File: src/hdl/okvt_pkg.sv
// Shared constants, codes and types for the ordered key/value table.
package okvt_pkg;

   // Table geometry
   localparam int CAPACITY    = 16;
   localparam int KEY_WIDTH   = 32;
   localparam int VALUE_WIDTH = 32;

   // Entry index and entry count widths
   localparam int IDX_W = $clog2(CAPACITY);
   localparam int CNT_W = $clog2(CAPACITY + 1);

   // Stream field widths
   localparam int OP_W     = 3;
   localparam int KEY_W    = 32;
   localparam int VAL_W    = 32;
   localparam int POS_W    = 4;
   localparam int STATUS_W = 2;
   localparam int COUNT_W  = 5;

   // Position against count compare width
   localparam int CMP_W = (CNT_W > POS_W) ? CNT_W : POS_W;

   // Packed stream widths, rounded up to whole bytes
   localparam int REQ_BITS    = OP_W + KEY_W + VAL_W + POS_W;
   localparam int REQ_TDATA_W = ((REQ_BITS + 7) / 8) * 8;
   localparam int RSP_BITS    = STATUS_W + KEY_W + VAL_W + COUNT_W;
   localparam int RSP_TDATA_W = ((RSP_BITS + 7) / 8) * 8;

   // Request operations
   typedef enum logic [OP_W-1:0] {
      OP_INSERT   = 3'd0,
      OP_UPDATE   = 3'd1,
      OP_UPSERT   = 3'd2,
      OP_ERASE    = 3'd3,
      OP_LOOKUP   = 3'd4,
      OP_READ_POS = 3'd5,
      OP_CONTAINS = 3'd6
   } op_type;

   // Response status codes
   typedef enum logic [STATUS_W-1:0] {
      ST_OK      = 2'd0,
      ST_REFUSED = 2'd1,
      ST_FULL    = 2'd2,
      ST_BAD_POS = 2'd3
   } status_type;

endpackage

File: src/hdl/ordered_key_value_table.sv
// Ordered key/value table: entry store, scan/shift sequencer and response register.
// Read position and unused ops go from accept to the decision state, then to done; the other
// ops first scan the stored keys, and an insert or upsert of a new key then shifts entries
// up while an erase of a found key shifts entries down, before done.
// One item at a time, the next accepted in the cycle after its response is loaded;
// reset clears the entry count, sequencer and response valid, not the entry store.
module ordered_key_value_table (
   input  logic                               clock,
   input  logic                               reset,
   input  logic                               req_tvalid,
   output logic                               req_tready,
   // op [2:0], key [34:3], value [66:35], position [70:67], zero pad above
   input  logic [okvt_pkg::REQ_TDATA_W-1:0]   req_tdata,
   output logic                               rsp_tvalid,
   input  logic                               rsp_tready,
   // status [1:0], read_key [33:2], read_value [65:34], entry_count [70:66], zero pad above
   output logic [okvt_pkg::RSP_TDATA_W-1:0]   rsp_tdata
);

   // Sequencer states
   typedef enum logic [5:0] {
      S_IDLE       = 6'b000001,
      S_SCAN       = 6'b000010,
      S_EXEC       = 6'b000100,
      S_SHIFT_UP   = 6'b001000,
      S_SHIFT_DOWN = 6'b010000,
      S_DONE       = 6'b100000
   } state_type;

   // Entry store, newest at index 0
   logic [okvt_pkg::KEY_WIDTH-1:0]   key_mem_ff [okvt_pkg::CAPACITY];
   logic [okvt_pkg::VALUE_WIDTH-1:0] val_mem_ff [okvt_pkg::CAPACITY];

   state_type                        state_ff, state_in;
   logic [okvt_pkg::CNT_W-1:0]       count_ff, count_in;
   logic [okvt_pkg::CNT_W-1:0]       idx_ff, idx_in;
   logic [okvt_pkg::IDX_W-1:0]       hit_ff, hit_in;
   logic                             present_ff, present_in;
   okvt_pkg::op_type                 op_ff, op_in;
   logic [okvt_pkg::KEY_WIDTH-1:0]   key_ff, key_in;
   logic [okvt_pkg::VALUE_WIDTH-1:0] val_ff, val_in;
   logic [okvt_pkg::POS_W-1:0]       pos_ff, pos_in;
   okvt_pkg::status_type             res_status_ff, res_status_in;
   logic [okvt_pkg::KEY_WIDTH-1:0]   res_key_ff, res_key_in;
   logic [okvt_pkg::VALUE_WIDTH-1:0] res_val_ff, res_val_in;
   logic                             rsp_valid_ff, rsp_valid_in;
   logic [okvt_pkg::RSP_TDATA_W-1:0] rsp_data_ff, rsp_data_in;

   // Request field unpack
   okvt_pkg::op_type                 req_op;
   logic [okvt_pkg::KEY_WIDTH-1:0]   req_key;
   logic [okvt_pkg::VALUE_WIDTH-1:0] req_val;
   logic [okvt_pkg::POS_W-1:0]       req_pos;

   assign req_op  = okvt_pkg::op_type'(req_tdata[okvt_pkg::OP_W-1:0]);
   assign req_key = okvt_pkg::KEY_WIDTH'(req_tdata[okvt_pkg::OP_W +: okvt_pkg::KEY_W]);
   assign req_val = okvt_pkg::VALUE_WIDTH'(
                       req_tdata[okvt_pkg::OP_W + okvt_pkg::KEY_W +: okvt_pkg::VAL_W]);
   assign req_pos = req_tdata[okvt_pkg::OP_W + okvt_pkg::KEY_W + okvt_pkg::VAL_W +:
                              okvt_pkg::POS_W];

   // Handshake
   logic req_fire;
   logic rsp_load;

   assign req_tready = (state_ff == S_IDLE);
   assign req_fire   = req_tvalid && req_tready;
   assign rsp_load   = (state_ff == S_DONE) && (!rsp_valid_ff || rsp_tready);
   assign rsp_tvalid = rsp_valid_ff;
   assign rsp_tdata  = rsp_data_ff;

   // Index neighbors and shared store read port
   logic [okvt_pkg::CNT_W-1:0]       idx_m1, idx_p1;
   logic [okvt_pkg::IDX_W-1:0]       rd_addr;
   logic [okvt_pkg::KEY_WIDTH-1:0]   rd_key;
   logic [okvt_pkg::VALUE_WIDTH-1:0] rd_val;

   assign idx_m1 = idx_ff - okvt_pkg::CNT_W'(1);
   assign idx_p1 = idx_ff + okvt_pkg::CNT_W'(1);

   always_comb begin
      unique case (state_ff)
         S_SCAN:       rd_addr = idx_ff[okvt_pkg::IDX_W-1:0];
         S_SHIFT_UP:   rd_addr = idx_m1[okvt_pkg::IDX_W-1:0];
         S_SHIFT_DOWN: rd_addr = idx_p1[okvt_pkg::IDX_W-1:0];
         S_EXEC:       rd_addr = (op_ff == okvt_pkg::OP_READ_POS) ?
                                 okvt_pkg::IDX_W'(pos_ff) : hit_ff;
         default:      rd_addr = hit_ff;
      endcase
   end

   assign rd_key = key_mem_ff[rd_addr];
   assign rd_val = val_mem_ff[rd_addr];

   // Shared compare unit and status flags
   logic key_match, scan_end, pos_ok, table_full, needs_scan;

   assign key_match  = (rd_key == key_ff);
   assign scan_end   = (idx_ff == count_ff);
   assign pos_ok     = okvt_pkg::CMP_W'(pos_ff) < okvt_pkg::CMP_W'(count_ff);
   assign table_full = (count_ff == okvt_pkg::CNT_W'(okvt_pkg::CAPACITY));
   assign needs_scan = (req_op == okvt_pkg::OP_INSERT) || (req_op == okvt_pkg::OP_UPDATE) ||
                       (req_op == okvt_pkg::OP_UPSERT) || (req_op == okvt_pkg::OP_ERASE) ||
                       (req_op == okvt_pkg::OP_LOOKUP) || (req_op == okvt_pkg::OP_CONTAINS);

   // Store write port
   logic                             key_we, val_we;
   logic [okvt_pkg::IDX_W-1:0]       wr_addr;
   logic [okvt_pkg::KEY_WIDTH-1:0]   wr_key;
   logic [okvt_pkg::VALUE_WIDTH-1:0] wr_val;

   // Sequencer
   always_comb begin
      state_in      = state_ff;
      count_in      = count_ff;
      idx_in        = idx_ff;
      hit_in        = hit_ff;
      present_in    = present_ff;
      op_in         = op_ff;
      key_in        = key_ff;
      val_in        = val_ff;
      pos_in        = pos_ff;
      res_status_in = res_status_ff;
      res_key_in    = res_key_ff;
      res_val_in    = res_val_ff;
      key_we        = 1'b0;
      val_we        = 1'b0;
      wr_addr       = idx_ff[okvt_pkg::IDX_W-1:0];
      wr_key        = rd_key;
      wr_val        = rd_val;

      unique case (state_ff)
         S_IDLE: begin
            if (req_fire) begin
               op_in      = req_op;
               key_in     = req_key;
               val_in     = req_val;
               pos_in     = req_pos;
               idx_in     = '0;
               present_in = 1'b0;
               state_in   = needs_scan ? S_SCAN : S_EXEC;
            end
         end
         // one stored key compared per cycle
         S_SCAN: begin
            if (scan_end) begin
               present_in = 1'b0;
               state_in   = S_EXEC;
            end else if (key_match) begin
               present_in = 1'b1;
               hit_in     = idx_ff[okvt_pkg::IDX_W-1:0];
               state_in   = S_EXEC;
            end else begin
               idx_in = idx_p1;
            end
         end
         // decide on the op once the key is found or known absent
         S_EXEC: begin
            res_status_in = okvt_pkg::ST_OK;
            res_key_in    = '0;
            res_val_in    = '0;
            state_in      = S_DONE;
            unique case (op_ff)
               okvt_pkg::OP_INSERT: begin
                  if (present_ff) begin
                     res_status_in = okvt_pkg::ST_REFUSED;
                  end else if (table_full) begin
                     res_status_in = okvt_pkg::ST_FULL;
                  end else begin
                     idx_in   = count_ff;
                     state_in = S_SHIFT_UP;
                  end
               end
               okvt_pkg::OP_UPDATE: begin
                  if (present_ff) begin
                     val_we  = 1'b1;
                     wr_addr = hit_ff;
                     wr_val  = val_ff;
                  end else begin
                     res_status_in = okvt_pkg::ST_REFUSED;
                  end
               end
               okvt_pkg::OP_UPSERT: begin
                  if (present_ff) begin
                     val_we  = 1'b1;
                     wr_addr = hit_ff;
                     wr_val  = val_ff;
                  end else if (table_full) begin
                     res_status_in = okvt_pkg::ST_FULL;
                  end else begin
                     idx_in   = count_ff;
                     state_in = S_SHIFT_UP;
                  end
               end
               okvt_pkg::OP_ERASE: begin
                  if (present_ff) begin
                     idx_in   = okvt_pkg::CNT_W'(hit_ff);
                     state_in = S_SHIFT_DOWN;
                  end else begin
                     res_status_in = okvt_pkg::ST_REFUSED;
                  end
               end
               okvt_pkg::OP_LOOKUP: begin
                  if (present_ff) begin
                     res_val_in = rd_val;
                  end else begin
                     res_status_in = okvt_pkg::ST_REFUSED;
                  end
               end
               okvt_pkg::OP_READ_POS: begin
                  if (pos_ok) begin
                     res_key_in = rd_key;
                     res_val_in = rd_val;
                  end else begin
                     res_status_in = okvt_pkg::ST_BAD_POS;
                  end
               end
               okvt_pkg::OP_CONTAINS: begin
                  if (!present_ff) begin
                     res_status_in = okvt_pkg::ST_REFUSED;
                  end
               end
               default: begin
                  res_status_in = okvt_pkg::ST_REFUSED;
               end
            endcase
         end
         // move entries one place older, then put the new entry at the front
         S_SHIFT_UP: begin
            key_we = 1'b1;
            val_we = 1'b1;
            if (idx_ff == '0) begin
               wr_key   = key_ff;
               wr_val   = val_ff;
               count_in = count_ff + okvt_pkg::CNT_W'(1);
               state_in = S_DONE;
            end else begin
               idx_in = idx_m1;
            end
         end
         // close the gap left by the erased entry
         S_SHIFT_DOWN: begin
            if (idx_p1 >= count_ff) begin
               count_in = count_ff - okvt_pkg::CNT_W'(1);
               state_in = S_DONE;
            end else begin
               key_we = 1'b1;
               val_we = 1'b1;
               idx_in = idx_p1;
            end
         end
         S_DONE: begin
            if (rsp_load) begin
               state_in = S_IDLE;
            end
         end
         default: begin
            state_in = S_IDLE;
         end
      endcase
   end

   // Response register
   always_comb begin
      rsp_valid_in = rsp_valid_ff;
      rsp_data_in  = rsp_data_ff;
      if (rsp_load) begin
         rsp_valid_in = 1'b1;
         rsp_data_in  = okvt_pkg::RSP_TDATA_W'({okvt_pkg::COUNT_W'(count_ff),
                                                okvt_pkg::VAL_W'(res_val_ff),
                                                okvt_pkg::KEY_W'(res_key_ff),
                                                res_status_ff});
      end else if (rsp_tready) begin
         rsp_valid_in = 1'b0;
      end
   end

   // Control registers
   always_ff @(posedge clock) begin
      if (reset) begin
         state_ff     <= S_IDLE;
         count_ff     <= '0;
         rsp_valid_ff <= 1'b0;
      end else begin
         state_ff     <= state_in;
         count_ff     <= count_in;
         rsp_valid_ff <= rsp_valid_in;
      end
   end

   // Payload registers
   always_ff @(posedge clock) begin
      idx_ff        <= idx_in;
      hit_ff        <= hit_in;
      present_ff    <= present_in;
      op_ff         <= op_in;
      key_ff        <= key_in;
      val_ff        <= val_in;
      pos_ff        <= pos_in;
      res_status_ff <= res_status_in;
      res_key_ff    <= res_key_in;
      res_val_ff    <= res_val_in;
      rsp_data_ff   <= rsp_data_in;
   end

   // Entry store writes
   always_ff @(posedge clock) begin
      if (key_we) begin
         key_mem_ff[wr_addr] <= wr_key;
      end
      if (val_we) begin
         val_mem_ff[wr_addr] <= wr_val;
      end
   end

`ifndef ASSERT_OFF
   a_count_in_range: assert property (@(posedge clock) disable iff (reset)
      count_ff <= okvt_pkg::CNT_W'(okvt_pkg::CAPACITY))
      else $error("entry count above capacity");

   a_scan_bounded: assert property (@(posedge clock) disable iff (reset)
      (state_ff == S_SCAN) |-> (idx_ff <= count_ff))
      else $error("scan index past entry count");

   a_rsp_from_done: assert property (@(posedge clock) disable iff (reset)
      $rose(rsp_valid_ff) |-> ($past(state_ff) == S_DONE))
      else $error("response raised outside done state");

   a_count_from_shift: assert property (@(posedge clock) disable iff (reset)
      (count_ff != $past(count_ff)) |->
         (($past(state_ff) == S_SHIFT_UP) || ($past(state_ff) == S_SHIFT_DOWN)))
      else $error("entry count changed outside a shift");
`endif

endmodule

File: config.mk
export PLATFORM = sky130hd
export DESIGN_NAME = ordered_key_value_table
export DESIGN_NICKNAME = d
export VERILOG_FILES = /design/src/hdl/okvt_pkg.sv /design/src/hdl/ordered_key_value_table.sv
export SDC_FILE = /design/constraint.sdc
export NUM_CORES = 2
export LEC_CHECK = 0
export BUFFER_PORTS_ARGS = -buffer_cell sky130_fd_sc_hd__buf_2
export CAP_MARGIN = 10
export CELL_PAD_IN_SITES_DETAIL_PLACEMENT = 1
export CELL_PAD_IN_SITES_GLOBAL_PLACEMENT = 1
export CORE_UTILIZATION = 45
export DETAILED_ROUTE_END_ITERATION = 8
export PLACE_DENSITY = 0.68
export SKIP_LAST_GASP = 1
export SLEW_MARGIN = 20
export SYNTH_ARGS = -nofsm -noshare
export SYNTH_HDL_FRONTEND = slang
export SYNTH_SLANG_ARGS = --single-unit
File: constraint.sdc
create_clock -name clock -period 7.66 [get_ports clock]
set_input_delay 0.766 -clock clock [delete_from_list [all_inputs] [get_ports clock]]
set_output_delay 0.766 -clock clock [all_outputs]
set_load 0.05 [all_outputs]
======== Word-level counts from Yosys, hierarchy flattened ========
Memory sizes are Yosys's and may differ from the RTL's.
Cells that the tools add are included.
word-level totals
  bits in registers ....................... 230
  logic and storage cells ................. 142
  bits in writable memories ............... 1024
  output and inout port bits .............. 74
  input bits .............................. 76
  memories ................................ 2
cells by class
  equal/unequal tests ..................... 33
  $add $sub $neg .......................... 4
  muxes and demuxes ....................... 60
  reduce and logical (&&, ||, !) cells .... 26
  magnitude comparators ................... 2
  bitwise operators ....................... 1
memories
  memory      words  bits a word  rd ports  clocked after Yosys merged registers in  wr ports  RTL line                       source
  key_mem_ff  16     32           1         0                                        1         ordered_key_value_table.sv:31  logic [okvt_pkg::KEY_WIDTH-1:0] key_mem_ff [okvt_pkg::CAPACITY];
  val_mem_ff  16     32           1         0                                        1         ordered_key_value_table.sv:32  logic [okvt_pkg::VALUE_WIDTH-1:0] val_mem_ff [okvt_pkg::CAPACITY];
operator list
  operator                                          count
  two-way mux 32 bit                                7
  one-hot mux 32 bit (2 select lines)               2
  two-way mux 6 bit                                 9
  two-way mux 5 bit                                 10
  one-hot mux 6 bit (6 select lines)                1
  == test 32 bit                                    1
  one-hot mux 5 bit (5 select lines)                1
  one-hot mux 5 bit (2 select lines)                2
  two-way mux 4 bit                                 4
  one-hot mux 4 bit (4 select lines)                1
  == test 3 bit, second input constant              5
  inequality test 2 bit, second input constant      7
  two-way mux 1 bit                                 13
  == test 3 x 2 -> 1 bit, second input constant     4
  inequality test 3 bit, second input constant      4
  one-hot mux 6 bit (2 select lines)                1
  adder 5 x 1 -> 5 bit, second input constant       2
  AND reduction 10 bit                              1
  subtractor 5 x 1 -> 5 bit, second input constant  2
  AND reduction 3 bit                               3
  two-way mux 2 bit                                 4
  one-hot mux 2 bit (4 select lines)                1
  == test 3 x 1 -> 1 bit, second input constant     2
  == test 6 x 1 -> 1 bit, second input constant     1
  26 further kinds                                  38

======== Logic depth before layout (Yosys ltp) ========
  word-level depth ........................ 9
  gate-level depth with buffers ........... 21
  depth with buffers taken out ............ 15

======== Worst setup path after synthesis ========
OpenSTA, ideal clock, no wires.
  path kind ............................... register -> register
  start point ............................. reg state_ff[4]
  end point ............................... reg idx_ff[0] in the netlist's numbering, enable pin
  period minus slack after synthesis ...... 5.651 ns
  setup slack ............................. 2.009 ns
  arrival ................................. 5.300 ns
  stages on the path, launching flop included .. 8
  path buffers ............................ 2
  data required time ...................... 7.309 ns
  setup time .............................. 0.351 ns
  path through ............................ dfxtp_1 > buf_2 > or4_4 > nor3b_1 > and2_1 > clkbuf_1 > o211ai_1 > o2bb2ai_1
on the way
  elaborated cells between the ends (all ways) .. 20
  those cells by class .................... eq/ne: 15; mux: 1; reduce/logical: 3; memory: 1
RTL lines
  what                                      RTL line                        source
  start, declared                           ordered_key_value_table.sv:34   state_type state_ff, state_in;
  start signal, assigned                    ordered_key_value_table.sv:285  state_ff <= state_in;
  == test 6 x 1 -> 1 bit *                  ordered_key_value_table.sv:66   assign req_tready = (state_ff == S_IDLE);
  net req_tready                            ordered_key_value_table.sv:11   output logic req_tready,
  logical AND 1 bit                         ordered_key_value_table.sv:67   assign req_fire = req_tvalid && req_tready;
  inequality test 2 x 1 -> 1 bit (no line)  n/a
  AND reduction 10 bit (no line) *          n/a
  end signal, assigned                      ordered_key_value_table.sv:293  idx_ff <= idx_in;
  end, declared                             ordered_key_value_table.sv:36   logic [okvt_pkg::CNT_W-1:0] idx_ff, idx_in;
Mark *: on every way through the listed nets, which the timed path passes. The rest lies on a longest branch.
A chain may end at the register's enable or synchronous reset.

======== Worst setup path after layout ========
  start point ............................. reg state_ff[4]
  end point ............................... reg hit_ff[0] in the netlist's numbering, enable pin
on the way
  longest elaborated chain between the ends .. 5
  elaborated cells between the ends (all ways) .. 8
  those cells by class .................... eq/ne: 5; mux: 1; reduce/logical: 1; memory: 1
ends and longest elaborated chain
  what                                            RTL line                        source
  == test 6 x 3 -> 1 bit (tied with other cells)  ordered_key_value_table.sv:82   unique case (state_ff)
  one-hot mux 4 bit (4 select lines)              ordered_key_value_table.sv:82
  memory (16 x 32 bit)                            n/a
  == test 32 bit                                  ordered_key_value_table.sv:98   assign key_match = (rd_key == key_ff);
  AND reduction 3 bit (no line) *                 n/a
  end signal, assigned                            ordered_key_value_table.sv:294  hit_ff <= hit_in;
  end, declared                                   ordered_key_value_table.sv:37   logic [okvt_pkg::IDX_W-1:0] hit_ff, hit_in;
Mark *: on every way between the ends. The rest lies on a longest branch, timed or not.

==> metrics.md <==
| Metric | Value |
|---|---|
| Outcome | `finished clean` |
| Post-CTS Setup Repair Bufs | `0` |
| Row count | `124` |
| R2r startpoint | `state_ff[4]` |
| Synth Cell Area | `52300 um2` |
| Achievable Freq | `148 MHz` |
| Initial antenna violation count | `4` |
| Pre-Repair DR Iteration Count | `5` |
| Crit Path Max Fanout | `34` |
| WS Path Type | `reg -> reg` |
| Pin count of the biggest net entering global routing | `between 150 and 200` |
| # DRC | `0` |
| Post-DR wirelength/cell | `approximately 28 um` |
| Worst Hold Depth | `1` |
| Grt peak-use layer | `met2` |
| Hold endpoint | `val_ff[8]` |
| GRT met1 Usage | `between 30% and 40%` |
| CTS tree | `done` |
| Max Cap Viol | `0` |
| Clock Tree Buf Depth | `3` |
| Detailed Route Iter0 Violations | `3713` |
| Main combinational cell family by area after synthesis | `simple AND/OR/NAND/NOR gates` |
| Core area | `115000 um2` |
| Clk pin slew, worst setup/hold paths | `0.06 ns` |
| Setup TNS | `0 ns` |
| Post-synthesis adder-cell area fraction | `less than 1%` |
| Placed Cells | `5495` |
| Die area | `118000 um2` |
| Via-to-Cell Ratio | `around 6.1` |
| Ys Warns | `0` |
| Synth unique cells | `81` |
| Initial Utilization | `between 40 and 50%` |
| RSZ-0062 raised after global routing | `no` |
| Leak | `20.6 nW` |
| VDD IR-drop max | `231 uV` |
| Dpl hpwl | `88.8 mm` |
| Layout cells sized above 1 | `12.2%` |
| Synth async-reset ratio | `0%` |
| Ys flop type | `edfxtp_1` |
| Cells on worst reg2reg path | `15` |
| Via count | `34.8k` |
| Crit start category | `flip-flop` |
| Avg Inst Size Synth | `13.1 um2` |
| Final wirelength | `163 mm` |
| Clock Sinks | `1254` |
| Hold Slack | `0.189 ns` |
| Post-synth EDFFs | `1242` |
| Hold path startpoint | `req_tdata[43]` |
| Max Slew Vio Count | `0` |
| Total gr overflow | `0` |
| Final Non-Filler Cells | `around 5.7k` |
| Port Buffers | `147` |
| First-pass GRT wire length | `236 mm` |
| Max Clock Skew | `0.0237 ns` |
| Power per cell area | `261 nW/um2` |
| Rel. slew slack | `21.4%` |
| XOR/XNOR Fraction of Synth Area | `less than 1%` |
| Slew @ Worst Pin | `1.17 ns` |
| Placer Congestion | `roughly 0.85` |
| Clock latency at the later pin of the worst-skew pair | `0.75 ns` |
| Minimum clock period | `between 6 and 7 ns` |
| Worst setup margin | `approximately 0.93 ns` |
| Worst R2R Setup Slack | `around 0.93 ns` |
| Seq/Total Area, Yosys | `approximately 70%` |
| Final Cycle Share | `87.9%` |
| Synth Area in Compound Gates | `6.42%` |
| Mux contribution to synthesized area | `3.31%` |
| Worst Path Arrival | `7.14 ns` |
| Post-route ant nets | `0` |
| Dpl ws | `1.26 ns` |
| GRT Util Overall | `27.5%` |
| Vias in the first global route | `35.3k` |
| Worst min path class | `in -> reg` |
| Post_cts resized | `0` |
| Crit path required time | `8.07 ns` |
| CP endpoint kind | `flip-flop` |
| Met2 track demand over resource | `between 40% and 50%` |
| Fill count | `11.4k` |
| Final Setup Violations | `0` |
| Flops & latches, synth | `~1.3k` |
| Die width | `between 300 and 400 um` |
| Post-Synth Simple-Gate Area | `14.8%` |
| P&R area growth vs syn | `12.9%` |
| # hold bufs at CTS | `0` |
| Syn_nets | `4086` |
| Final Hold Vio Count | `0` |
| M3 GR Usage | `roughly 4.5%` |
| Num CTS Buffers | `between 100 and 150` |
| R2r endpoint | `hit_ff[0]` |
| Root Driver | `clkbuf_16` |
| Nets | `4212` |
| Cells after synthesis | `roughly 4k` |
| Io pins | `150` |
| Die H | `343 um` |
| H-tree depth | `4` |
## placed cells by master, fill, tap and decap left out, drive strengths merged, types with 13 or more instances in the layout
| cell type | n |
|---|---|
| nand2 | 946 |
| buf | 252 |
| a311oi | 44 |
| nor2b | 57 |
| nand3 | 461 |
| inv | 42 |
| a21oi | 73 |
| edfxtp | 1242 |
| a221oi | 18 |
| o21ai | 61 |
| a31oi | 98 |
| xnor2 | 21 |
| mux2i | 147 |
| nor2 | 107 |
| a211oi | 33 |
| a22oi | 21 |
| ha | 13 |
| and3 | 81 |
| clkinv | 54 |
| nor3 | 28 |
| xor2 | 18 |
| clkbuf | 174 |
| a32oi | 15 |
| o211ai | 14 |
| nand2b | 14 |
## critical path, stage by stage, from the launching register on
cell	delay, ns
dfxtp_1	0.41
or4_4	0.58
or3b_4	0.42
o221a_1	0.54
o21ai_4	0.48
buf_4	0.61
buf_4	0.31
mux2i_1	0.27
mux2i_1	0.13
a2111oi_0	0.40
o2111ai_1	0.23
nor4_1	0.30
nand4_1	0.14
nor4_1	0.79
nand3_1	0.33
nor2_1	0.39
## routing by layer
layer	share of wire, %	vias to the layer above	routed length, um
li1	-	15200	-
met2	47	1427	76800
met3	7.4	231	12100
met5	0	-	0
met1	43	18000	70600
met4	1.9	0	3130
## where the power goes
| part | switching (mW) | internal (mW) |
|---|---|---|
| Clock | 2.65 | 3.48 |
| Sequential | 0.0830 | 7.79 |
| Combinational | 1.05 | 0.376 |
| Total | 3.78 | 11.7 |
## metrics by stage
stage          instance area, um2  power (mW)  utilization [%]
3_3_place_gp                54900        9.37             47.8
5_1_grt                     59000        15.8             51.4
3_5_place_dp                54900        9.42             47.8
4_1_cts                     59000        15.5             51.4
2_1_floorplan               52300        8.85                -
6_report                    59000        15.4             51.4
## cells in the mapped netlist (all sizes together), types with 57 or more instances
library cell / count / area share, %
edfxtp: 1242 / 71
nand2: 946 / 6.8
nand3: 461 / 4.4
mux2i: 147 / 2.8
clkbuf: 135 / 0.97
buf: 131 / 1.4
nor2: 107 / 0.77
a31oi: 98 / 1.2
and3: 81 / 0.97
a21oi: 73 / 0.71
o21ai: 61 / 0.59
nor2b: 57 / 0.68
## final cells by class
class                      count  area (um2)  share of cell area (%)
multi-input combinational   2440       13700                    23.2
timing repair buffer         252        1660                    2.81
clock inverter                64         417                   0.706
inverter                      37         141                   0.240
antenna                        2        5.00                 0.00848
clock buffer                 174        3670                    6.22
sequential                  1254       37500                    63.6
tap                         1512        1890                    3.20
## state kept, by name (all words and copies together), names as in the netlist, 2 cells and up
signal,flops
key_ff,32
pos_ff,4
rsp_tdata,71
hit_ff,4
op_ff,3
res_val_ff,32
state_ff,6
idx_ff,5
val_mem_ff,512
count_ff,5
val_ff,32
res_key_ff,32
key_mem_ff,512
res_status_ff,2
## cell families after synthesis
| logic type | after synthesis |
|---|---|
| and+or+nand+nor | 1747 |
| DFF | 1254 |
| AOI/OAI and AO/OA | 477 |
| buffers and inverters | 303 |
| muxes | 163 |
| xor gates and xnor gates | 39 |
| adders and majority gates | 13 |
| other | 1 |
## how the worst max path moves through the flow
stage | from | end | slack [ns] | cells after the start
detailed placement | state_ff[4] | hit_ff[3] | 1.26 | 15
finish | state_ff[4] | hit_ff[0] | 0.93 | 15
global route | state_ff[1] | hit_ff[2] | 0.89 | 15
global placement | state_ff[4] | hit_ff[3] | 1.40 | 15
floorplan | state_ff[4] | idx_ff[0] | 2.01 | 7
CTS | state_ff[4] | hit_ff[3] | 1.20 | 15
Note: power is estimated with default switching activity, not from simulation.
